`src/sv/lzsd_pkg.sv`:
```
`timescale 1ns / 1ps
// ----------------------------------------------------------------------------
// lzsd_pkg
// Shared types and constants of the lzss decompressor: command codes passed
// from the token classifier to the copy engine, and the result item layout.
// ----------------------------------------------------------------------------
package lzsd_pkg;

    // command kinds moving through the queue between front and back
    typedef enum logic [1:0] {
        K_LIT  = 2'd0,
        K_COPY = 2'd1,
        K_END  = 2'd2
    } t_kind;

    typedef struct packed {
        t_kind      kind;
        logic [7:0] lo;
        logic [7:0] hi;
        logic       last;
    } t_cmd;

    typedef struct packed {
        logic [7:0] out_byte;
        logic       run_last;
        logic       stream_last;
    } t_obyte;

    // token classifier states
    typedef enum logic [2:0] {
        PH_FLAG  = 3'b001,
        PH_TOKEN = 3'b010,
        PH_HIGH  = 3'b100
    } t_phase;

    // copy engine states
    typedef enum logic [1:0] {
        ST_IDLE = 2'b01,
        ST_COPY = 2'b10
    } t_bstate;

    localparam int Q_DEPTH     = 2;
    localparam int QAW         = $clog2(Q_DEPTH);
    localparam int OFIFO_DEPTH = 3;
    localparam int OFW         = $clog2(OFIFO_DEPTH);
    localparam int OCW         = $clog2(OFIFO_DEPTH + 1);

    localparam logic [8:0]  FLAG_STOP  = 9'h001;
    localparam logic [12:0] MATCH_SPAN = 13'h1000;
    localparam logic [4:0]  LEN_BIAS   = 5'd3;

endpackage

```
`src/sv/lzsd_cmd_queue.sv`:
```
`timescale 1ns / 1ps
// ----------------------------------------------------------------------------
// lzsd_cmd_queue
// Short command queue between the token classifier and the copy engine.
// ----------------------------------------------------------------------------
module lzsd_cmd_queue (
    input  logic            i_clk,
    input  logic            i_rst_n,
    input  logic            i_push,
    input  lzsd_pkg::t_cmd  i_cmd,
    output logic            o_full,
    output logic            o_vld,
    output lzsd_pkg::t_cmd  o_cmd,
    input  logic            i_pop
);
    import lzsd_pkg::*;

    t_cmd           r_buf [Q_DEPTH];
    logic [QAW-1:0] r_head, r_tail;
    logic [QAW:0]   r_count;

    assign o_full = (r_count == (QAW+1)'(Q_DEPTH));
    assign o_vld  = (r_count != '0);
    assign o_cmd  = r_buf[r_head];

    always_ff @(posedge i_clk) begin
        if (i_push) begin
            r_buf[r_tail] <= i_cmd;
        end
    end

    always_ff @(posedge i_clk) begin
        if (!i_rst_n) begin
            r_head  <= '0;
            r_tail  <= '0;
            r_count <= '0;
        end else begin
            if (i_push) begin
                r_tail <= r_tail + 1'b1;
            end
            if (i_pop) begin
                r_head <= r_head + 1'b1;
            end
            r_count <= r_count + (QAW+1)'(i_push) - (QAW+1)'(i_pop);
        end
    end

endmodule

```
`config.mk`:
```
export PLATFORM = sky130hd
export DESIGN_NAME = lzsd_cmd_queue
export DESIGN_NICKNAME = d
export VERILOG_FILES = /design/src/sv/lzsd_pkg.sv /design/src/sv/lzsd_cmd_queue.sv
export SDC_FILE = /design/constraint.sdc
export NUM_CORES = 1
export LEC_CHECK = 0
export ABC_AREA = 1
export BUFFER_PORTS_ARGS = -buffer_cell sky130_fd_sc_hd__buf_4
export CELL_PAD_IN_SITES_DETAIL_PLACEMENT = 2
export CELL_PAD_IN_SITES_GLOBAL_PLACEMENT = 2
export CORE_AREA = 3 3 72 74
export CTS_CLUSTER_SIZE = 30
export DETAILED_ROUTE_END_ITERATION = 10
export DIE_AREA = 0 0 75 77
export PLACE_DENSITY = 0.77
export SETUP_SLACK_MARGIN = 0.5
export SYNTH_ARGS = -nofsm -noshare
export SYNTH_HDL_FRONTEND = slang
export SYNTH_SLANG_ARGS = --single-unit
```
`constraint.sdc`:
```
create_clock -name i_clk -period 2 [get_ports i_clk]
set_input_delay 0.2 -clock i_clk [delete_from_list [all_inputs] [get_ports i_clk]]
set_output_delay 0.2 -clock i_clk [all_outputs]
set_load 0.1 [all_outputs]
```
==> results of run 1 <==
## cell usage after synthesis (all sizes together)
| master | n | area, um^2 |
|---|---|---|
| a21oi | 1 | 5.00 |
| mux2 | 19 | 251 |
| inv | 7 | 26.3 |
| nand3 | 1 | 5.00 |
| ha | 2 | 25.0 |
| dfxtp | 5 | 100 |
| buf | 2 | 31.3 |
| edfxtp | 38 | 1140 |
| nor2 | 8 | 30.0 |
| nand2 | 9 | 33.8 |
## area by class of cell
class	count	area (um^2)	share of cell area, %
clock buffer	7	76.3	3.27
clock inverter	1	5.00	0.215
inverter	7	26.3	1.13
multi-input combinational	40	359	15.4
sequential	43	1240	53.4
tap	54	67.6	2.90
timing repair buffer	47	553	23.7
## routing by layer
metal	GRT usage, %	routed length, um	vias to the layer above
met4	3.74	30	0
met1	16.2	1390	478
met3	4.72	183	3
li1	-	-	435
met5	0	0	-
met2	27.2	2260	29
## cells by family after synthesis
logic type,after synthesis
buffers and inverters,9
DFF,43
adders and majority gates,2
AOI/OAI and AO/OA,1
muxes,19
and+or+nand+nor,18
## timing repair
item,CTS,global route
gates resized for setup,48,0
setup endpoints to repair,19,19
cloned,1,0
## power by group through the flow
stage,Clock [uW],Combinational (uW),Sequential (uW)
floorplan,0,441,1070
global placement,0,554,1070
detailed placement,0,573,1070
CTS,538,661,1060
global route,578,685,1060
finish,523,657,1060
## sequential cells by signal (all words and copies together) (netlist names), named ones only
| register | count |
|---|---|
| r_buf | 38 |
| r_count | 2 |
| r_head | 1 |
| r_tail | 1 |
## worst min-delay path by stage
| stage | start | slack (ns) | end |
|---|---|---|---|
| 6_report | i_cmd[11] | 0.09 | r_buf[1][11]$_DFFE_PP_ |
| 4_1_cts | i_cmd[11] | 0.08 | r_buf[1][11]$_DFFE_PP_ |
| 2_1_floorplan | i_rst_n | 0.29 | r_count[0]$_SDFF_PN0_ |
| 5_1_grt | i_cmd[14] | 0.08 | r_buf[0][14]$_DFFE_PP_ |
| 3_3_place_gp | i_cmd[10] | 0.39 | r_buf[0][10]$_DFFE_PP_ |
| 3_5_place_dp | i_cmd[17] | 0.39 | r_buf[1][17]$_DFFE_PP_ |
## stage by stage
step / hold slack, ns / cell area, um^2 / total power, uW / std cells
after floorplan: 0.293 / 1650 / 1510 / 92
after global placement: 0.386 / 2040 / 1620 / 190
after detailed placement: 0.391 / 2040 / 1650 / 190
after CTS: 0.0832 / 2330 / 2260 / 199
after global routing: 0.0754 / 2330 / 2320 / 199
final: 0.0907 / 2330 / 2240 / 199
## placed cells by master (no fill, tap or decap)
master	instances
clkinv_2	1
mux2_4	11
inv_1	7
nor2_1	6
clkbuf_1	2
mux2_2	8
edfxtp_1	38
ha_1	2
dfxtp_4	1
nor2_2	2
nand2_1	9
nand3_1	1
a21oi_1	1
clkbuf_8	5
buf_12	12
buf_16	1
dfxtp_1	4
buf_6	8
buf_4	26
==> impl_metrics.env, run 1 <==
export IMPL_cts_made_buffers=5
export IMPL_synth_compound_area_share_pct=0.303
export IMPL_hold_violations=0
export IMPL_slew_headroom_pct=81.9
export IMPL_first_global_vias=1090
export IMPL_min_period_ns=1.57
export IMPL_worstPathRequired_ns=1.80
export IMPL_routedWlPerCell_um=19.4
export IMPL_hold_path_depth=1
export IMPL_gr_total_overflow=0
export IMPL_path_clk_slew_ns=0.08
export IMPL_synth_mux_area_fraction_pct=15.3
export IMPL_cts_tree="done"
export IMPL_max_freq_mhz=637
export IMPL_syn_inst=92
export IMPL_drive_above_1_share_pct=51.7
export IMPL_ctsRootBufferMaster="clkbuf_8"
export IMPL_htree_num_levels=2
export IMPL_critPathLaunchType="flip-flop"
export IMPL_dieHeight_um=77
export IMPL_p_leak_uw=0.000950
export IMPL_wl_um=3870
export IMPL_port_buffer_count=43
export IMPL_period_share_pct=78.5
export IMPL_ff2ff_setup_slack_ns=0.65
export IMPL_combinationalPowerShare_pct=29.4
export IMPL_start_util_pct=35.4
export IMPL_hold_path_class="primary input to flip-flop"
export IMPL_tightest_slew_ns=0.271
export IMPL_dieArea_mm2=0.00578
export IMPL_rr_worst_depth=8
export IMPL_fillers=427
export IMPL_synthAdderAreaFrac_pct=1.52
export IMPL_cts_num_sinks=43
export IMPL_cp_slowest_cell="dfxtp_4"
export IMPL_maxCapViolCount=0
export IMPL_yosys_warnings=0
export IMPL_switching_share_pct=32.9
export IMPL_power_density_mw_per_mm2=959
export IMPL_setup_tns_ns=0
export IMPL_power_net_switching_uw=737
export IMPL_yosys_area_share_simple_pct=4.17
export IMPL_ys_seq_area_share_pct=75.3
export IMPL_grt_util_all_layers_pct=14.9
export IMPL_pre_cts_slack_ns=0.557
export IMPL_syn_nets=117
export IMPL_rsz0062_at_grt="true"
export IMPL_insertion_delay_ns=0.29
export IMPL_r2r_end="r_count[1]$_SDFF_PN0_"
export IMPL_num_nets_final=169
export IMPL_netlist_area_mm2=0.00165
export IMPL_seqPwrFrac_pct=47.2
export IMPL_p_clk_share_pct=23.4
export IMPL_first_pass_iters=3
export IMPL_diodes=0
export IMPL_grt_first_pass_wirelength_um=6090
export IMPL_crit_chain="buf_12, mux2_2, buf_6"
export IMPL_clock_skew_ns=0.00519
export IMPL_synth_cell_types=12
export IMPL_outcome="finished, final reports clean"
export IMPL_drc=0
export IMPL_vdd_drop_max_v=0.000499
export IMPL_critical_path_max_stage_delay_ns=0.39
export IMPL_grt_max_degree=20
export IMPL_ctsLongestPathBuffers=2
export IMPL_finalSetupViolations=0
export IMPL_synth_seq_cells=43
export IMPL_worstReg2RegStart="r_count[0]$_SDFF_PN0_"
export IMPL_die_width_um=75
export IMPL_synth_avg_cell_area_um2=17.9
export IMPL_setup_slack_ns=0.430
export IMPL_gp_congestion=0.664
export IMPL_ios=44
export IMPL_path_class="flip-flop to output pin"
export IMPL_rows=25
export IMPL_endpoint="o_cmd[7]"
export IMPL_area_growth_pct=41.4
export IMPL_maxSlewViolCount=0
export IMPL_arrival_ns=1.37
export IMPL_p_int_uw=1500
export IMPL_hpwl_um=2740
export IMPL_antenna_found_initial=0
export IMPL_cts_hold_buffers=0
export IMPL_end_kind="output pin"
export IMPL_cts_setup_buffers=0
export IMPL_core_area_mm2=0.00466
export IMPL_worst_path_buf_inv=2
export IMPL_drtAntennaViolNets=0
export IMPL_synth_top_family_by_area="multiplexers"
export IMPL_crit_cells=3
export IMPL_fin_util_pct=50.0
export IMPL_via_per_inst=4.75
export IMPL_drt_initial_drc_count=86
export IMPL_crit_fanout=10
export IMPL_via_count=945
export IMPL_crit_family="flip-flops"
export IMPL_synthXorXnorAreaFrac_pct=0
Note: power is estimated with default switching activity, not from simulation.
==> run 2, diff against run 1 <==
--- a/config.mk
+++ b/config.mk
@@ -5,14 +5,14 @@
 export SDC_FILE = /design/constraint.sdc
 export NUM_CORES = 1
 export LEC_CHECK = 0
-export ABC_AREA = 1
+export ABC_AREA = 0
 export BUFFER_PORTS_ARGS = -buffer_cell sky130_fd_sc_hd__buf_4
 export CELL_PAD_IN_SITES_DETAIL_PLACEMENT = 2
 export CELL_PAD_IN_SITES_GLOBAL_PLACEMENT = 2
-export CORE_AREA = 3 3 72 74
+export CORE_AREA = 3 3 71 73
 export CTS_CLUSTER_SIZE = 30
 export DETAILED_ROUTE_END_ITERATION = 10
-export DIE_AREA = 0 0 75 77
+export DIE_AREA = 0 0 74 76
 export PLACE_DENSITY = 0.77
 export SETUP_SLACK_MARGIN = 0.5
 export SYNTH_ARGS = -nofsm -noshare
==> constraint.sdc (replaced) <==
create_clock -name i_clk -period 1.55 [get_ports i_clk]
set_input_delay 0.155 -clock i_clk [delete_from_list [all_inputs] [get_ports i_clk]]
set_output_delay 0.155 -clock i_clk [all_outputs]
set_load 0.1 [all_outputs]
==> impl_metrics.env, run 2 <==
export IMPL_cts_num_sinks=43
export IMPL_hold_path_class="primary input to flip-flop"
export IMPL_area_growth_pct=55.6
export IMPL_cts_made_buffers=5
export IMPL_cts_tree="done"
export IMPL_wl_um=3470
export IMPL_synth_cell_types=14
export IMPL_drive_above_1_share_pct=66.2
export IMPL_synthTopCellsByCount="38 x edfxtp_1, 10 x mux2_4, 9 x mux2_2"
export IMPL_rsz0062_at_grt="true"
export IMPL_min_period_ns=1.49
export IMPL_ys_seq_area_share_pct=75.2
export IMPL_synth_area_leaders="edfxtp_1 69%, mux2_4 9.1%, mux2_2 6.1%"
export IMPL_via_count=883
export IMPL_htree_num_levels=2
export IMPL_syn_inst=80
export IMPL_crit_cells=3
export IMPL_hold_path_depth=1
export IMPL_ctsRootBufferMaster="clkbuf_8"
export IMPL_end_kind="output pin"
export IMPL_maxSlewViolCount=0
export IMPL_power_uw=3510
export IMPL_cp_slowest_cell="dfxtp_4"
export IMPL_multi_input_area_um2=453
export IMPL_hold_violations=0
export IMPL_layout_area_seq_mm2=0.00125
export IMPL_ios=44
export IMPL_num_nets_final=163
export IMPL_met2_length_um=1820
export IMPL_first_global_vias=1058
export IMPL_dominantRegCellSynth="edfxtp_1"
export IMPL_first_pass_iters=2
export IMPL_critPathLaunchType="flip-flop"
export IMPL_rows=24
export IMPL_max_freq_mhz=671
export IMPL_setup_tns_ns=0
export IMPL_fin_hold_ws_ns=0.0496
export IMPL_drtAntennaViolNets=0
export IMPL_dieArea_mm2=0.00562
export IMPL_yosys_area_top_type="edfxtp_1"
export IMPL_gp_congestion=0.689
export IMPL_grt_util_all_layers_pct=13.8
export IMPL_hold_start="i_cmd[6]"
export IMPL_routedWlPerCell_um=18.2
export IMPL_synth_edff_count=38
export IMPL_async_flop_share_pct=0
export IMPL_dieHeight_um=76
export IMPL_path_class="flip-flop to output pin"
export IMPL_start_util_pct=37.4
export IMPL_syn_nets=105
export IMPL_gr_total_overflow=0
export IMPL_fillers=367
export IMPL_drt_initial_drc_count=48
export IMPL_p_leak_uw=0.00103
export IMPL_antenna_found_initial=0
export IMPL_vdd_drop_max_v=0.000676
export IMPL_die_width_um=74
export IMPL_via_per_inst=4.62
export IMPL_crit_family="flip-flops"
export IMPL_r2r_end="r_count[1]$_SDFF_PN0_"
export IMPL_yosysMostFrequentCell="edfxtp_1"
export IMPL_clock_skew_ns=0.00260
export IMPL_worst_path_buf_inv=2
export IMPL_worstPathRequired_ns=1.39
export IMPL_diodes=0
export IMPL_wl_met3_um=227
export IMPL_tightest_slew_ns=0.154
export IMPL_port_buffer_count=43
export IMPL_synth_top_cell_area_share_pct=69.1
export IMPL_top_regs="r_buf x38, r_count x2"
export IMPL_ff2ff_setup_slack_ns=0.36
export IMPL_whs_endpoint="r_buf[1][6]$_DFFE_PP_"
export IMPL_rr_worst_depth=6
export IMPL_finalSetupViolations=0
export IMPL_path_clk_slew_ns=0.08
export IMPL_grt_max_degree=14
export IMPL_largest_register_ffs=38
export IMPL_slew_headroom_pct=89.7
export IMPL_wl_met1_um=1370
export IMPL_synth_seq_cells=43
export IMPL_synth_avg_cell_area_um2=20.6
export IMPL_grt_first_pass_wirelength_um=5660
export IMPL_drc=0
export IMPL_power_density_mw_per_mm2=1370
export IMPL_worstReg2RegStart="r_count[0]$_SDFF_PN0_"
export IMPL_core_area_mm2=0.00441
export IMPL_crit_chain="buf_12, mux2_4, buf_8"
export IMPL_ctsLongestPathBuffers=2
export IMPL_critical_path_max_stage_delay_ns=0.38
export IMPL_insertion_delay_ns=0.29
export IMPL_crit_fanout=11
export IMPL_arrival_ns=1.34
export IMPL_hpwl_um=2380
export IMPL_maxCapViolCount=0
export IMPL_outcome="finished, final reports clean"
export IMPL_period_share_pct=96.2
export IMPL_top_layer_used="met4"
export IMPL_mostFrequentLayoutCell="edfxtp_1"
export IMPL_netlist_area_mm2=0.00165
export IMPL_regMostFlops="r_buf"
export IMPL_layout_common_cells="38 x edfxtp_1, 28 x buf_4, 19 x mux2_4, 14 x buf_12, 11 x buf_8"
export IMPL_yosys_warnings=0
-- run 2: through the flow --
step	cells	setup slack [ns]	util [%]	area, um^2
detailed placement	177	0.273	47.3	2090
global route	191	0.0167	58.2	2570
floorplan	80	0.302	-	1700
CTS	190	0.0500	57.6	2540
finish	191	0.0589	58.2	2570
global placement	177	0.306	47.3	2090
-- run 2: cell type report --
| cell class | instances | area share, % |
|---|---|---|
| tap | 52 | 2.53 |
| multi-input combinational | 33 | 17.6 |
| clock inverter | 2 | 2.34 |
| clock buffer | 6 | 2.82 |
| sequential | 43 | 48.7 |
| timing repair buffer | 53 | 25.5 |
| inverter | 2 | 0.487 |
-- run 2: how the worst max path moves through the flow --
stage          slack (ns)           startpoint                    end
2_1_floorplan        0.30  r_tail$_SDFFE_PN0P_  r_buf[0][0]$_DFFE_PP_
3_3_place_gp         0.31            flip-flop              o_cmd[18]
3_5_place_dp         0.27            flip-flop              o_cmd[18]
4_1_cts              0.05            flip-flop              o_cmd[18]
5_1_grt              0.02            flip-flop              o_cmd[18]
6_report             0.06            flip-flop              o_cmd[18]
-- run 2: cells by family (layout without fill, tap and decap cells) --
logic type | after synthesis | in the layout | synth area share, %
AOI/OAI and AO/OA | 1 | 1 | 0.455
xor gates and xnor gates | 2 | 2 | 1.89
adders and majority gates | 2 | 2 | 1.51
buffers and inverters | 4 | 63 | 2.35
DFF | 43 | 43 | 75.2
muxes | 19 | 19 | 15.2
and+or+nand+nor | 9 | 9 | 3.41
-- run 2: report_power, final --
| part | switching [uW] | internal [uW] | leakage [uW] |
|---|---|---|---|
| Clock | 354 | 644 | 0.0000654 |
| Sequential | 36.6 | 1340 | 0.000400 |
| Combinational | 672 | 465 | 0.000567 |
| Total | 1060 | 2450 | 0.00103 |
-- run 2: repair_timing --
| item | in CTS | in global routing |
|---|---|---|
| hold buffers | 0 | 0 |
| resized for setup | 66 | 7 |
| setup buffers | 5 | 1 |
| setup endpoints to repair | 57 | 40 |
| pin swaps | 2 | 1 |
| endpoints found under the hold margin | 0 | 0 |
-- run 2: metal layers --
layer,vias to the layer above,track usage (%)
li1,413,-
met1,425,16.7
met2,39,22.9
met3,6,3.56
met4,0,5.98
met5,-,0
==> run 3, diff against run 2 <==
--- a/config.mk
+++ b/config.mk
@@ -6,7 +6,7 @@
 export NUM_CORES = 1
 export LEC_CHECK = 0
 export ABC_AREA = 0
-export BUFFER_PORTS_ARGS = -buffer_cell sky130_fd_sc_hd__buf_4
+export BUFFER_PORTS_ARGS = -buffer_cell sky130_fd_sc_hd__buf_2
 export CELL_PAD_IN_SITES_DETAIL_PLACEMENT = 2
 export CELL_PAD_IN_SITES_GLOBAL_PLACEMENT = 2
 export CORE_AREA = 3 3 71 73
==> impl_metrics.env, run 3 (same netlist as run 2, synthesis figures left out) <==
export IMPL_outcome="finished, final reports clean"
export IMPL_ios=44
export IMPL_drtAntennaViolNets=0
export IMPL_core_area_mm2=0.00441
export IMPL_hold_path_class="primary input to flip-flop"
export IMPL_port_buffer_count=43
export IMPL_layout_common_cells="38 x edfxtp_1, 22 x buf_2, 22 x buf_12, 19 x mux2_4, 5 x clkbuf_8"
export IMPL_area_growth_pct=50.7
export IMPL_r2r_end="r_count[1]$_SDFF_PN0_"
export IMPL_start_util_pct=37.4
export IMPL_grt_max_degree=20
export IMPL_path_clk_slew_ns=0.08
export IMPL_dieHeight_um=76
export IMPL_cts_hold_buffers=0
export IMPL_cts_num_sinks=43
export IMPL_finalSetupViolations=0
export IMPL_num_nets_final=161
export IMPL_ctsRootBufferMaster="clkbuf_8"
export IMPL_cts_made_buffers=5
export IMPL_drt_initial_drc_count=38
export IMPL_dieArea_mm2=0.00562
export IMPL_routedWlPerCell_um=17.7
export IMPL_regMostFlops="r_buf"
export IMPL_via_count=867
export IMPL_largest_register_ffs=38
export IMPL_htree_num_levels=2
export IMPL_via_per_inst=4.59
export IMPL_hold_violations=0
export IMPL_vdd_drop_max_v=0.000710
export IMPL_mostFrequentLayoutCell="edfxtp_1"
export IMPL_gr_total_overflow=0
export IMPL_p_leak_uw=0.000993
export IMPL_gp_congestion=0.657
export IMPL_drc=0
export IMPL_min_period_ns=1.48
export IMPL_drive_above_1_share_pct=65.0
export IMPL_crit_fanout=6
export IMPL_power_uw=3180
export IMPL_hold_start="i_cmd[15]"
export IMPL_worstPathRequired_ns=1.39
export IMPL_top_regs="r_buf x38, r_count x2"
export IMPL_end_kind="output pin"
export IMPL_hpwl_um=2340
export IMPL_power_density_mw_per_mm2=1280
export IMPL_cts_tree="done"
export IMPL_first_global_vias=1052
export IMPL_maxSlewViolCount=0
export IMPL_ctsLongestPathBuffers=2
export IMPL_grt_first_pass_wirelength_um=5250
export IMPL_setup_tns_ns=0
export IMPL_path_class="flip-flop to output pin"
export IMPL_rows=24
export IMPL_period_share_pct=95.5
export IMPL_antenna_found_initial=0
export IMPL_slew_headroom_pct=88.2
export IMPL_rsz0062_at_grt="true"
export IMPL_clock_skew_ns=0.00353
export IMPL_arrival_ns=1.33
export IMPL_endpoint="o_cmd[14]"
export IMPL_tightest_slew_ns=0.177
export IMPL_wl_um=3340
export IMPL_max_freq_mhz=675
export IMPL_rr_worst_depth=6
export IMPL_worstReg2RegStart="r_count[0]$_SDFF_PN0_"
export IMPL_ff2ff_setup_slack_ns=0.37
export IMPL_insertion_delay_ns=0.28
export IMPL_first_pass_iters=2
export IMPL_critPathLaunchType="flip-flop"
export IMPL_grt_util_all_layers_pct=12.8
export IMPL_diodes=0
export IMPL_maxCapViolCount=0
export IMPL_die_width_um=74
## run 3: worst min-delay path by stage
| stage | slack (ns) | to | depth (start not counted) |
|---|---|---|---|
| finish | 0.05 | r_buf[0][15]$_DFFE_PP_ | 1 |
| global route | 0.04 | r_buf[0][16]$_DFFE_PP_ | 1 |
| CTS | 0.04 | r_buf[1][15]$_DFFE_PP_ | 1 |
| detailed placement | 0.35 | r_buf[1][15]$_DFFE_PP_ | 1 |
| global placement | 0.34 | r_buf[0][13]$_DFFE_PP_ | 1 |
| floorplan | 0.25 | r_buf[0][0]$_DFFE_PP_ | 0 |
## run 3: layer usage
metal	track usage, %	vias to the layer above	share of wire, %
met2	20.0	39	51
met5	0	-	0
met4	4.35	0	0.69
li1	-	413	-
met3	4.75	2	7.1
met1	16.1	413	42
## run 3: what timing repair did
action / in CTS / in global routing
pin swaps: 0 / 1
gates resized for setup: 21 / 5
gates cloned: 0 / 2
setup buffers: 2 / 0
endpoints found under the setup margin: 42 / 42
## run 3: report_power, final
group,switching [uW],total [uW],internal (uW)
combinational,674,1150,475
sequential,34.8,1370,1340
clock,345,660,314
total,1050,3180,2130
## run 3: final cells by class
type | count | area [um^2]
clock buffers | 6 | 72.6
clock inverters | 2 | 12.5
fillers | 366 | 1930
inverters | 2 | 7.51
multi-input cells | 34 | 457
flip-flops and latches | 43 | 1250
well taps | 52 | 65.1
repair buffers | 50 | 624
## run 3: stage by stage
step                      util, %  instance area [um^2]  worst slack (ns)  cells  hold slack [ns]
after CTS                    55.3                  2440            0.0516    187           0.0417
final                        56.4                  2490            0.0692    189           0.0546
after global routing         56.4                  2490            0.0143    189           0.0360
after detailed placement     51.3                  2260             0.296    177            0.347
after floorplan                 -                  1700             0.302     80            0.254
after global placement       51.3                  2260             0.329    177            0.343
## run 3: worst max-delay path, cell delays in order, from the launching register on
cell	delay, ns
dfxtp_4	0.39
clkbuf_16	0.16
mux2_4	0.31
buf_12	0.17
