$ cat src/sv/lzsd_pkg.sv
`timescale 1ns / 1ps
// ----------------------------------------------------------------------------
// lzsd_pkg
// Shared types and constants of the lzss decompressor: command codes passed
// from the token classifier to the copy engine, and the result item layout.
// ----------------------------------------------------------------------------
package lzsd_pkg;

    // command kinds moving through the queue between front and back
    typedef enum logic [1:0] {
        K_LIT  = 2'd0,
        K_COPY = 2'd1,
        K_END  = 2'd2
    } t_kind;

    typedef struct packed {
        t_kind      kind;
        logic [7:0] lo;
        logic [7:0] hi;
        logic       last;
    } t_cmd;

    typedef struct packed {
        logic [7:0] out_byte;
        logic       run_last;
        logic       stream_last;
    } t_obyte;

    // token classifier states
    typedef enum logic [2:0] {
        PH_FLAG  = 3'b001,
        PH_TOKEN = 3'b010,
        PH_HIGH  = 3'b100
    } t_phase;

    // copy engine states
    typedef enum logic [1:0] {
        ST_IDLE = 2'b01,
        ST_COPY = 2'b10
    } t_bstate;

    localparam int Q_DEPTH     = 2;
    localparam int QAW         = $clog2(Q_DEPTH);
    localparam int OFIFO_DEPTH = 3;
    localparam int OFW         = $clog2(OFIFO_DEPTH);
    localparam int OCW         = $clog2(OFIFO_DEPTH + 1);

    localparam logic [8:0]  FLAG_STOP  = 9'h001;
    localparam logic [12:0] MATCH_SPAN = 13'h1000;
    localparam logic [4:0]  LEN_BIAS   = 5'd3;

endpackage

$ cat src/sv/lzsd_if.sv
`timescale 1ns / 1ps
// ----------------------------------------------------------------------------
// lzsd_in_if / lzsd_out_if
// Valid/ready channels carrying compressed input bytes and decompressed
// result bytes.
// ----------------------------------------------------------------------------
interface lzsd_in_if;
    logic       valid;
    logic       ready;
    logic [7:0] in_byte;
    logic       in_last;

    modport source (output valid, output in_byte, output in_last, input ready);
    modport sink   (input valid, input in_byte, input in_last, output ready);
endinterface


$ cat src/sv/lzsd_front.sv
`timescale 1ns / 1ps
// ----------------------------------------------------------------------------
// lzsd_front
// Token classifier: tracks flag bits, splits input bytes into literal, match
// and end-of-stream commands and pushes them into the command queue.
// ----------------------------------------------------------------------------
module lzsd_front (
    input  logic            i_clk,
    input  logic            i_rst_n,
    lzsd_in_if.sink         i_in,
    input  logic            i_full,
    output logic            o_push,
    output lzsd_pkg::t_cmd  o_cmd
);
    import lzsd_pkg::*;

    t_phase     r_phase, n_phase;
    logic [8:0] r_flags, n_flags;
    logic [7:0] r_lo,    n_lo;
    logic       acc;

    assign i_in.ready = !i_full;
    assign acc        = i_in.valid && !i_full;

    always_comb begin
        n_phase    = r_phase;
        n_flags    = r_flags;
        n_lo       = r_lo;
        o_push     = 1'b0;
        o_cmd.kind = K_END;
        o_cmd.lo   = i_in.in_byte;
        o_cmd.hi   = i_in.in_byte;
        o_cmd.last = i_in.in_last;
        if (acc) begin
            case (r_phase)
                PH_TOKEN: begin
                    n_flags = {1'b0, r_flags[8:1]};
                    if (r_flags[0]) begin
                        o_push     = 1'b1;
                        o_cmd.kind = K_LIT;
                        n_phase    = (n_flags <= FLAG_STOP) ? PH_FLAG : PH_TOKEN;
                    end else begin
                        n_lo    = i_in.in_byte;
                        n_phase = PH_HIGH;
                        // a match cut short still ends the stream
                        o_push  = i_in.in_last;
                    end
                end
                PH_HIGH: begin
                    o_push     = 1'b1;
                    o_cmd.kind = K_COPY;
                    o_cmd.lo   = r_lo;
                    n_phase    = (r_flags <= FLAG_STOP) ? PH_FLAG : PH_TOKEN;
                end
                default: begin
                    n_flags = {1'b1, i_in.in_byte};
                    n_phase = PH_TOKEN;
                    o_push  = i_in.in_last;
                end
            endcase
            if (i_in.in_last) begin
                n_phase = PH_FLAG;
                n_flags = FLAG_STOP;
                n_lo    = 8'h00;
            end
        end
    end

    always_ff @(posedge i_clk) begin
        if (!i_rst_n) begin
            r_phase <= PH_FLAG;
            r_flags <= FLAG_STOP;
            r_lo    <= 8'h00;
        end else begin
            r_phase <= n_phase;
            r_flags <= n_flags;
            r_lo    <= n_lo;
        end
    end

endmodule

$ cat src/flat_wrapper.sv
// flat-port wrapper written by rule: the top's interface ports become plain ports
module lzsd_front_flat import lzsd_pkg::*;
  (i_clk, i_rst_n, i_full, o_push, o_cmd, i_in_valid, i_in_in_byte, i_in_in_last, i_in_ready);
  lzsd_in_if i_in_i ();
  input  logic i_clk;
  input  logic i_rst_n;
  input  logic i_full;
  output logic o_push;
  output lzsd_pkg::t_cmd o_cmd;
  input wire logic [$bits(i_in_i.valid)-1:0] i_in_valid;
  input wire logic [$bits(i_in_i.in_byte)-1:0] i_in_in_byte;
  input wire logic [$bits(i_in_i.in_last)-1:0] i_in_in_last;
  output wire logic [$bits(i_in_i.ready)-1:0] i_in_ready;
  assign i_in_i.valid = i_in_valid;
  assign i_in_i.in_byte = i_in_in_byte;
  assign i_in_i.in_last = i_in_in_last;
  assign i_in_ready = i_in_i.ready;
  lzsd_front u_core (.i_clk(i_clk), .i_rst_n(i_rst_n), .i_in(i_in_i), .i_full(i_full), .o_push(o_push), .o_cmd(o_cmd));
endmodule
$ cat config.mk
export PLATFORM = sky130hd
export DESIGN_NAME = lzsd_front_flat
export DESIGN_NICKNAME = d
export VERILOG_FILES = /design/src/sv/lzsd_pkg.sv /design/src/sv/lzsd_if.sv /design/src/sv/lzsd_front.sv /design/src/flat_wrapper.sv
export SDC_FILE = /design/constraint.sdc
export NUM_CORES = 1
export LEC_CHECK = 0
export BUFFER_PORTS_ARGS = -buffer_cell sky130_fd_sc_hd__buf_2
export CAP_MARGIN = 5
export CORE_ASPECT_RATIO = 0.75
export CORE_UTILIZATION = 46
export DETAILED_ROUTE_END_ITERATION = 10
export GPL_ROUTABILITY_DRIVEN = 0
export PLACE_DENSITY = 0.8
export RECOVER_POWER = 100
export REMOVE_ABC_BUFFERS = 1
export SLEW_MARGIN = 20
export SYNTH_ARGS = -nofsm -noshare
export SYNTH_HDL_FRONTEND = slang
export SYNTH_SLANG_ARGS = --single-unit
$ cat constraint.sdc
create_clock -name i_clk -period 1.5 [get_ports i_clk]
set_input_delay 0.3 -clock i_clk [delete_from_list [all_inputs] [get_ports i_clk]]
set_output_delay 0.3 -clock i_clk [all_outputs]
set_load 0.05 [all_outputs]
==> flow_metrics.py, run 1 <==
metrics = {
    "outcome": {
        "status": "finished, violations left",
        "violations": "setup timing",
    },
    "global_routing": {
        "grt_max_degree": 22,
        "grt_pass1_vias": 1056,
        "grt_pass1_wl_um": 4770,
        "antenna_found_initial": 0,
        "track_usage": 0.214,
        "grt-ovfl-total": 0,
    },
    "detailed_routing": {
        "drc_errors": 0,
        "drt_iter0_markers": 28,
        "antenna_left": 0,
        "num_vias": 1149,
        "avgRoutedWirePerCell_um": 16.1,
        "first_pass_iters": 4,
        "routed_via_density": 5.83,
        "wirelength_um": 3180,
    },
    "logic_synthesis": {
        "synth.distinct_cells": 38,
        "syn_inst": 130,
        "synth_top_area_share": 0.318,
        "syn_area_um2": 1260,
        "synthTopCellsByArea": "dfxtp_1 32%, mux2_2 8.1%, buf_4 6.0%",
        "synth_common_cells": "20 x dfxtp_1, 11 x nand2_1, 10 x buf_4",
        "yosys_warnings": 0,
        "postSynthAreaPerCell_um2": 9.68,
        "synth-async-reset-ratio": 0,
        "synth_top_cell_by_area": "dfxtp_1",
        "synth_edf_count": 0,
        "synth_most_common_cell": "dfxtp_1",
        "ys_seq_area_frac": 0.318,
        "yosys_register_bits": 20,
        "ys.flop_type": "dfxtp_1",
    },
    "sta": {
        "skew_ps": 7.67,
        "clock.fmax_mhz": 546,
        "max_slew_margin": 0.607,
        "setup_violations": 18,
        "maxSlewViolCount": 0,
        "min_period_ps": 1830,
        "period_share": 1.22,
        "setup_ws_ps": -333,
        "rsz0062_at_grt": "yes",
        "hold_viol_final": 0,
        "timing.hold.ws_ps": 315,
        "worst_slew_pin_slew_ps": 592,
    },
    "clocking": {
        "root_buffer": "clkbuf_4",
        "cts.sink_count": 20,
        "tritoncts": "yes",
        "cts_made_buffers": 3,
        "cts_max_path_buffers": 2,
        "insertion_delay_ps": 300,
        "cts_hold_buf": 0,
        "htree_levels": 1,
        "clkSlewWorstSetupHoldPaths_ps": 110,
    },
    "floorplanning": {
        "die_h_um": 47.3,
        "placeableCoreArea_um2": 2600,
        "die_x_um": 62.4,
        "io_pins": 34,
        "dieArea_um2": 2950,
        "rows": 16,
        "start_util": 0.484,
    },
    "power": {
        "p_per_area_nw_per_um2": 721,
        "p_leak_nw": 0.581,
        "max-vdd-ir-drop_mv": 0.449,
    },
    "cells_and_area": {
        "final_core_util": 0.586,
        "drive_gt1_frac": 0.391,
        "n_fill_cell": 253,
        "nets": 176,
        "antennaDiodeCount": 0,
        "area_growth_pct": 21.2,
    },
    "setup_path": {
        "cp_cell_sequence": "nor3b_4, nand2_4, mux2_2, buf_6",
        "cp_top_family": "simple AND/OR/NAND/NOR gates",
        "critPathMaxStageDelay_ps": 350,
        "startpoint_type": "flip-flop",
        "critical_path_buf_inv_count": 1,
        "crit_fanout": 9,
        "cp.required_ps": 1200,
        "critPathKind": "reg -> out",
        "cp_slowest_cell": "dfxtp_2",
        "worstSetupEndpointType": "primary output",
        "critPathArrivalTime_ps": 1530,
    },
    "job": {
        "drv_cap": 0,
    },
    "placed_design": {
        "port_buffers": 33,
        "hpwl_um": 2220,
    },
    "worst_hold_path": {
        "min_path_type": "in -> reg",
    },
}
[logic make-up (layout without fill, tap and decap cells)]
family,after synthesis,after routing,share of synthesized area
mux,16,16,0.136
buf+inv,22,53,0.108
compound gates,29,29,0.170
simple gates,43,43,0.267
flops,20,20,0.318
[state kept, by name, summed over array words and instances (netlist names)]
name	flops
u_core.r_phase	3
u_core.r_lo	8
u_core.r_flags	9
[final timing paths]
| kind | slack (ps) | to | cells after the start | startpoint |
|---|---|---|---|---|
| setup / recovery | -330 | o_cmd[16] | 4 | u_core.r_phase[0]$_SDFFE_PN1P_ |
| hold / removal | 320 | u_core.r_lo[6]$_SDFFE_PN0P_ | 3 | i_in_in_byte[6] |
| setup reg to reg | -130 | u_core.r_lo[1]$_SDFFE_PN0P_ | 5 | u_core.r_phase[2]$_SDFFE_PN0P_ |
| hold reg to reg | 490 | u_core.r_flags[2]$_SDFFE_PN0P_ | 1 | u_core.r_flags[2]$_SDFFE_PN0P_ |
[cell type report]
| cell class | count | area (um2) | area share |
|---|---|---|---|
| well taps | 36 | 45.0 | 0.0295 |
| flip-flops and latches | 20 | 403 | 0.264 |
| clock buffers | 3 | 22.5 | 0.0148 |
| repair buffers | 45 | 312 | 0.204 |
| inverters | 5 | 18.8 | 0.0123 |
| multi-input cells | 88 | 724 | 0.475 |
[per-stage QoR]
step	cell area (um2)	setup slack (ps)	TNS, ps	total power, mW	std cells
final	1530	-333	-3640	1.10	197
after global routing	1530	-401	-5330	1.15	197
after CTS	1520	-351	-3430	1.09	198
after detailed placement	1430	-116	-945	0.832	193
after global placement	1430	-70.5	-602	0.825	193
after floorplan	1140	-493	-4890	0.694	113
[timing repair]
item / in CTS / in global routing
endpoints found under the setup margin: 15 / 17
pin swaps: 3 / 4
buffers inserted: 2 / 1
resized for setup: 18 / 10
[metal layers]
metal	wire length, um	up-vias	GRT usage
met5	0	-	0
met4	41	0	0.0977
met3	166	8	0.0607
met2	1490	34	0.367
met1	1480	567	0.259
li1	-	540	-
[power by group]
part           switching (mW)  internal, mW  total (mW)
registers              0.0119         0.543       0.555
clock network           0.165        0.0938       0.259
logic                   0.189        0.0970       0.286
[worst register-to-register path: stages, from the launching register on]
cell	delay (ps)
dfxtp_1	350
clkbuf_4	180
nor4b_4	50
clkbuf_2	240
or3b_2	510
a31oi_1	220
[cells in the final DEF (no fill, tap or decap), types with 2 or more instances in the layout]
master,instances
nand3b_1,3
buf_2,12
dfxtp_2,2
nand2_1,10
buf_6,12
mux2_2,9
nor2b_1,2
a31oi_1,8
o2bb2ai_1,8
clkbuf_2,3
o211ai_1,2
dfxtp_1,18
mux2i_1,7
clkbuf_4,4
clkbuf_1,9
buf_4,8
nand4b_1,8
inv_1,4
or3b_2,7
a21oi_1,3
(Power assumes the default switching activity.)
==> run 2: changes to the inputs <==
--- a/config.mk
+++ b/config.mk
@@ -11,7 +11,7 @@
 export CORE_UTILIZATION = 46
 export DETAILED_ROUTE_END_ITERATION = 10
 export GPL_ROUTABILITY_DRIVEN = 0
-export PLACE_DENSITY = 0.8
+export PLACE_DENSITY = 0.74
 export RECOVER_POWER = 100
 export REMOVE_ABC_BUFFERS = 1
 export SLEW_MARGIN = 20
==> run 2 against run 1 <==
Critical endpoint is now o_cmd[9]; clock power fell by 2%; the flow still finishes with violations (setup timing); count of clock-buffer cells in the layout unchanged; highest routed layer unchanged; fmax down 0.27%; sequential share of layout area fell by 0.29 points; flip-flop and latch count is the same.
==> flow_metrics.py, run 2 (synthesis gave the netlist of run 1 again) <==
metrics = {
    "sta": {
        "clock.fmax_mhz": 544,
        "skew_ps": 12.3,
        "min_period_ps": 1840,
        "period_share": 1.23,
        "hold_viol_final": 0,
        "rsz0062_at_grt": "yes",
        "max_slew_margin": 0.606,
        "maxSlewViolCount": 0,
        "finalSetupTns_ps": -3310,
        "setup_ws_ps": -338,
        "setup_violations": 11,
        "worst_slew_pin_slew_ps": 593,
        "timing.hold.ws_ps": 313,
    },
    "worst_hold_path": {
        "min_path_type": "in -> reg",
        "min_path_cells": 3,
        "min-delay-start": "i_in_in_byte[1]",
        "holdPathEnd": "u_core.r_lo[1]$_SDFFE_PN0P_",
    },
    "setup_path": {
        "reg2reg_slack_ps": 30,
        "cp_cell_sequence": "nor3b_4, nand2_4, mux2_2, buf_4",
        "critPathArrivalTime_ps": 1540,
        "critPathMaxStageDelay_ps": 360,
        "crit-reg2reg-launch": "u_core.r_phase[2]$_SDFFE_PN0P_",
        "critical_path_buf_inv_count": 1,
        "cp_top_family": "simple AND/OR/NAND/NOR gates",
        "reg2regPathDepth": 6,
        "worstSetupEndpointType": "primary output",
        "timing.rr.end": "u_core.r_lo[6]$_SDFFE_PN0P_",
        "critPathKind": "reg -> out",
        "crit_fanout": 9,
        "startpoint_type": "flip-flop",
        "cp.required_ps": 1200,
        "cp_slowest_cell": "dfxtp_2",
    },
    "detailed_routing": {
        "drt_iter0_markers": 31,
        "avgRoutedWirePerCell_um": 14.9,
        "first_pass_iters": 4,
        "num_vias": 1152,
        "routed_via_density": 5.76,
        "wirelength_um": 2980,
        "antenna_left": 0,
        "drc_errors": 0,
    },
    "clocking": {
        "root_buffer": "clkbuf_4",
        "cts_made_buffers": 3,
        "tritoncts": "yes",
        "cts.sink_count": 20,
        "htree_levels": 1,
        "clkSlewWorstSetupHoldPaths_ps": 120,
        "insertion_delay_ps": 300,
        "cts_max_path_buffers": 2,
    },
    "global_routing": {
        "grt_max_degree": 22,
        "grt_pass1_wl_um": 4480,
        "grt-ovfl-total": 0,
        "grt_pass1_vias": 992,
        "antenna_found_initial": 0,
        "track_usage": 0.200,
    },
    "job": {
        "drv_cap": 0,
    },
    "placed_design": {
        "port_buffers": 33,
        "hpwl_um": 2080,
    },
    "cells_and_area": {
        "largest-register": "u_core.r_flags",
        "largest_reg_flops": 9,
        "area_growth_pct": 23.3,
        "n_fill_cell": 243,
        "drive_gt1_frac": 0.421,
        "antennaDiodeCount": 0,
        "nets": 179,
        "layout_commonest_cell": "buf_4",
        "reg_top3": "u_core.r_flags: 9 flops, u_core.r_lo: 8 flops, u_core.r_phase: 3 flops",
        "layout_common_cells": "17 x buf_4, 16 x dfxtp_1, 13 x buf_2, 11 x nand2_1, 9 x mux2_2",
    },
    "outcome": {
        "status": "finished, violations left",
        "violations": "setup timing",
    },
    "floorplanning": {
        "io_pins": 34,
        "dieArea_um2": 2950,
        "start_util": 0.484,
        "die_x_um": 62.4,
        "rows": 16,
        "die_h_um": 47.3,
        "placeableCoreArea_um2": 2600,
    },
    "power": {
        "power.total_mw": 1.09,
        "p_per_area_nw_per_um2": 700,
        "p_leak_nw": 0.597,
        "max-vdd-ir-drop_mv": 0.469,
    },
}
## run 2: report_power, final
part | leakage [nW] | internal [mW] | switching (mW)
Combinational | 0.421 | 0.0928 | 0.184
Sequential | 0.162 | 0.543 | 0.0117
Clock | 0.0138 | 0.0936 | 0.161
Total | 0.597 | 0.730 | 0.356
## run 2: repair_timing
action	in CTS	in global routing
buffers inserted	1	0
hold endpoints to repair	0	0
resized for setup	17	6
pin swaps	1	7
gates cloned	0	1
hold buffers	0	0
endpoints found under the setup margin	13	20
## run 2: layout make-up
type | count | area (um2) | share of cell area
Sequential cell | 20 | 405 | 0.261
Clock buffer | 3 | 22.5 | 0.0145
Multi-Input combinational cell | 88 | 728 | 0.469
Inverter | 5 | 18.8 | 0.0121
Tap cell | 36 | 45.0 | 0.0290
Timing Repair Buffer | 48 | 332 | 0.214
## run 2: worst max path at each step
stage | start | cells after the start | to | slack (ps)
2_1_floorplan | u_core.r_phase[1]$_SDFFE_PN0P_ | 3 | o_push | -490
3_3_place_gp | i_full | 5 | o_push | -90
3_5_place_dp | i_in_valid | 5 | o_push | -100
4_1_cts | u_core.r_phase[1]$_SDFFE_PN0P_ | 4 | o_cmd[9] | -360
5_1_grt | u_core.r_phase[1]$_SDFFE_PN0P_ | 4 | o_cmd[9] | -400
6_report | u_core.r_phase[0]$_SDFFE_PN1P_ | 4 | o_cmd[9] | -340
## run 2: metrics by stage
stage	std cells	util	setup slack, ps	cell area, um2
5_1_grt	200	0.596	-403	1550
6_report	200	0.596	-338	1550
3_3_place_gp	195	0.557	-85.6	1450
4_1_cts	199	0.591	-360	1540
2_1_floorplan	113	-	-493	1140
3_5_place_dp	195	0.557	-102	1450
## run 2: worst reg2reg max path, cell delays in order, from the launching register on
cell and delay (ps):
dfxtp_2 340, buf_6 130, nor4b_4 360, buf_6 190
buf_4 110, nand4b_1 100, a31oi_2 160
## run 2: layer usage
metal  GRT usage  vias to the layer above  part of all wire
met4      0.0698                        0             0.023
met3      0.0461                        8             0.044
met5           0                        -                 0
li1            -                      549                 -
met1       0.255                      559              0.47
met2       0.343                       36              0.46
==> run 3: changes to the inputs <==
--- a/config.mk
+++ b/config.mk
@@ -18,3 +18,4 @@
 export SYNTH_ARGS = -nofsm -noshare
 export SYNTH_HDL_FRONTEND = slang
 export SYNTH_SLANG_ARGS = --single-unit
+export TNS_END_PERCENT = 10
==> run 3 against run 2 <==
The run still ends with setup timing left; fmax down 0.30%; cell count shrank 1.0%; flip-flop and latch count did not move.
==> flow_metrics.py, run 3 (synthesis gave the netlist of run 1 again) <==
metrics = {
    "sta": {
        "period_share": 1.23,
        "setup_ws_ps": -343,
        "clock.fmax_mhz": 543,
        "setup_violations": 17,
        "min_period_ps": 1840,
        "worst_slew_pin_slew_ps": 593,
        "hold_viol_final": 0,
        "timing.hold.ws_ps": 314,
        "maxSlewViolCount": 0,
        "skew_ps": 10.7,
        "rsz0062_at_grt": "yes",
        "max_slew_margin": 0.606,
    },
    "setup_path": {
        "startpoint_type": "flip-flop",
        "critPathKind": "reg -> out",
        "critPathMaxStageDelay_ps": 360,
        "crit_fanout": 9,
        "cp_cell_sequence": "nor3b_4, nand2_4, mux2_2, buf_4",
        "worstSetupEndpointType": "primary output",
        "cp_slowest_cell": "dfxtp_2",
        "cp.required_ps": 1200,
        "critPathArrivalTime_ps": 1540,
    },
    "cells_and_area": {
        "final_core_util": 0.581,
        "nets": 177,
        "drive_gt1_frac": 0.407,
        "reg_top3": "u_core.r_flags: 9 flops, u_core.r_lo: 8 flops, u_core.r_phase: 3 flops",
        "instances_no_fill": 198,
        "largest-register": "u_core.r_flags",
        "layout_commonest_cell": "buf_4",
        "n_fill_cell": 243,
        "layout_common_cells": "18 x buf_4, 17 x dfxtp_1, 13 x buf_2, 11 x nand2_1, 9 x mux2_2",
        "antennaDiodeCount": 0,
        "largest_reg_flops": 9,
        "stdcell_area_um2": 1510,
        "area_growth_pct": 20.1,
    },
    "detailed_routing": {
        "antenna_left": 0,
        "avgRoutedWirePerCell_um": 14.6,
        "num_vias": 1142,
        "drt_iter0_markers": 40,
        "routed_via_density": 5.77,
        "wirelength_um": 2900,
        "first_pass_iters": 4,
        "drc_errors": 0,
    },
    "job": {
        "drv_cap": 0,
    },
    "clocking": {
        "cts_hold_buf": 0,
        "insertion_delay_ps": 300,
        "cts_setup_buffers": 0,
        "htree_levels": 1,
        "cts.sink_count": 20,
        "cts_made_buffers": 3,
        "clkSlewWorstSetupHoldPaths_ps": 110,
        "cts_max_path_buffers": 2,
        "root_buffer": "clkbuf_4",
        "tritoncts": "yes",
    },
    "power": {
        "max-vdd-ir-drop_mv": 0.471,
        "p_leak_nw": 0.580,
        "p_per_area_nw_per_um2": 716,
    },
    "placed_design": {
        "place_area_um2": 1450,
        "placed_cells": 195,
        "port_buffers": 33,
        "hpwl_um": 2080,
    },
    "worst_hold_path": {
        "min_path_type": "in -> reg",
    },
    "outcome": {
        "violations": "setup timing",
        "status": "finished, violations left",
    },
    "global_routing": {
        "gr-usage-met3": 0.0461,
        "track_usage": 0.198,
        "use_met2": 0.339,
        "grt_max_degree": 22,
        "antenna_found_initial": 0,
        "met1_usage": 0.252,
        "grt_pass1_wl_um": 4440,
        "grt-ovfl-total": 0,
        "grt_pass1_vias": 983,
        "grt.busiest_layer": "met2",
    },
    "floorplanning": {
        "placeableCoreArea_um2": 2600,
        "io_pins": 34,
        "die_h_um": 47.3,
        "start_util": 0.484,
        "rows": 16,
        "dieArea_um2": 2950,
        "die_x_um": 62.4,
    },
}
[run 3: cell count changes in the layout (fill, tap and decap cells not counted)]
cell	previous run	this run
dfxtp_2	4	3
clkbuf_4	3	4
buf_4	17	18
dfxtp_1	16	17
buf_6	7	4
buf_12	1	0
[run 3: power by group]
group | internal, mW | leakage, nW | switching, mW | total (mW)
registers | 0.543 | 0.163 | 0.0114 | 0.555
logic | 0.0892 | 0.403 | 0.184 | 0.273
clock network | 0.0936 | 0.0138 | 0.161 | 0.254
total | 0.726 | 0.580 | 0.355 | 1.08
[run 3: per-layer routing]
| metal | vias to the layer above | routed length, um | share of wire |
|---|---|---|---|
| li1 | 545 | - | - |
| met2 | 40 | 1290 | 0.44 |
| met5 | - | 0 | 0 |
| met3 | 6 | 144 | 0.050 |
| met1 | 551 | 1410 | 0.49 |
| met4 | 0 | 57 | 0.020 |
[run 3: cell type report]
| class | instances | area [um2] | share of cell area |
|---|---|---|---|
| multi-input combinational | 88 | 728 | 0.482 |
| sequential | 20 | 404 | 0.267 |
| timing repair buffer | 46 | 293 | 0.194 |
| tap | 36 | 45.0 | 0.0298 |
| clock buffer | 3 | 22.5 | 0.0149 |
| inverter | 5 | 18.8 | 0.0124 |
[run 3: what timing repair did]
action                     CTS  global route
setup endpoints to repair   13            21
gates resized for setup     16             4
pin swaps                    1             5
[run 3: stage by stage]
stage	setup TNS (ps)	power (mW)	worst slack, ps
2_1_floorplan	-4890	0.694	-493
3_3_place_gp	-726	0.825	-85.6
3_5_place_dp	-820	0.829	-102
4_1_cts	-3560	1.09	-360
5_1_grt	-5090	1.12	-402
6_report	-3560	1.08	-343
[run 3: path summary, 6_finish.rpt]
| kind | startpoint | to | slack [ps] | cells after the start |
|---|---|---|---|---|
| max | u_core.r_phase[1]$_SDFFE_PN0P_ | o_cmd[9] | -340 | 4 |
| min | i_in_in_byte[3] | u_core.r_lo[3]$_SDFFE_PN0P_ | 310 | 3 |
| max reg2reg | u_core.r_phase[0]$_SDFFE_PN1P_ | u_core.r_lo[6]$_SDFFE_PN0P_ | -80 | 5 |
| min reg2reg | u_core.r_lo[0]$_SDFFE_PN0P_ | u_core.r_lo[0]$_SDFFE_PN0P_ | 490 | 2 |
[run 3: worst max-delay path: cells and delay by family (launching register included)]
| kind | cells | cell delay [ps] |
|---|---|---|
| flip-flops | 1 | 360 |
| buffers and inverters | 1 | 190 |
| AND/OR/NAND/NOR | 2 | 390 |
| multiplexers | 1 | 300 |
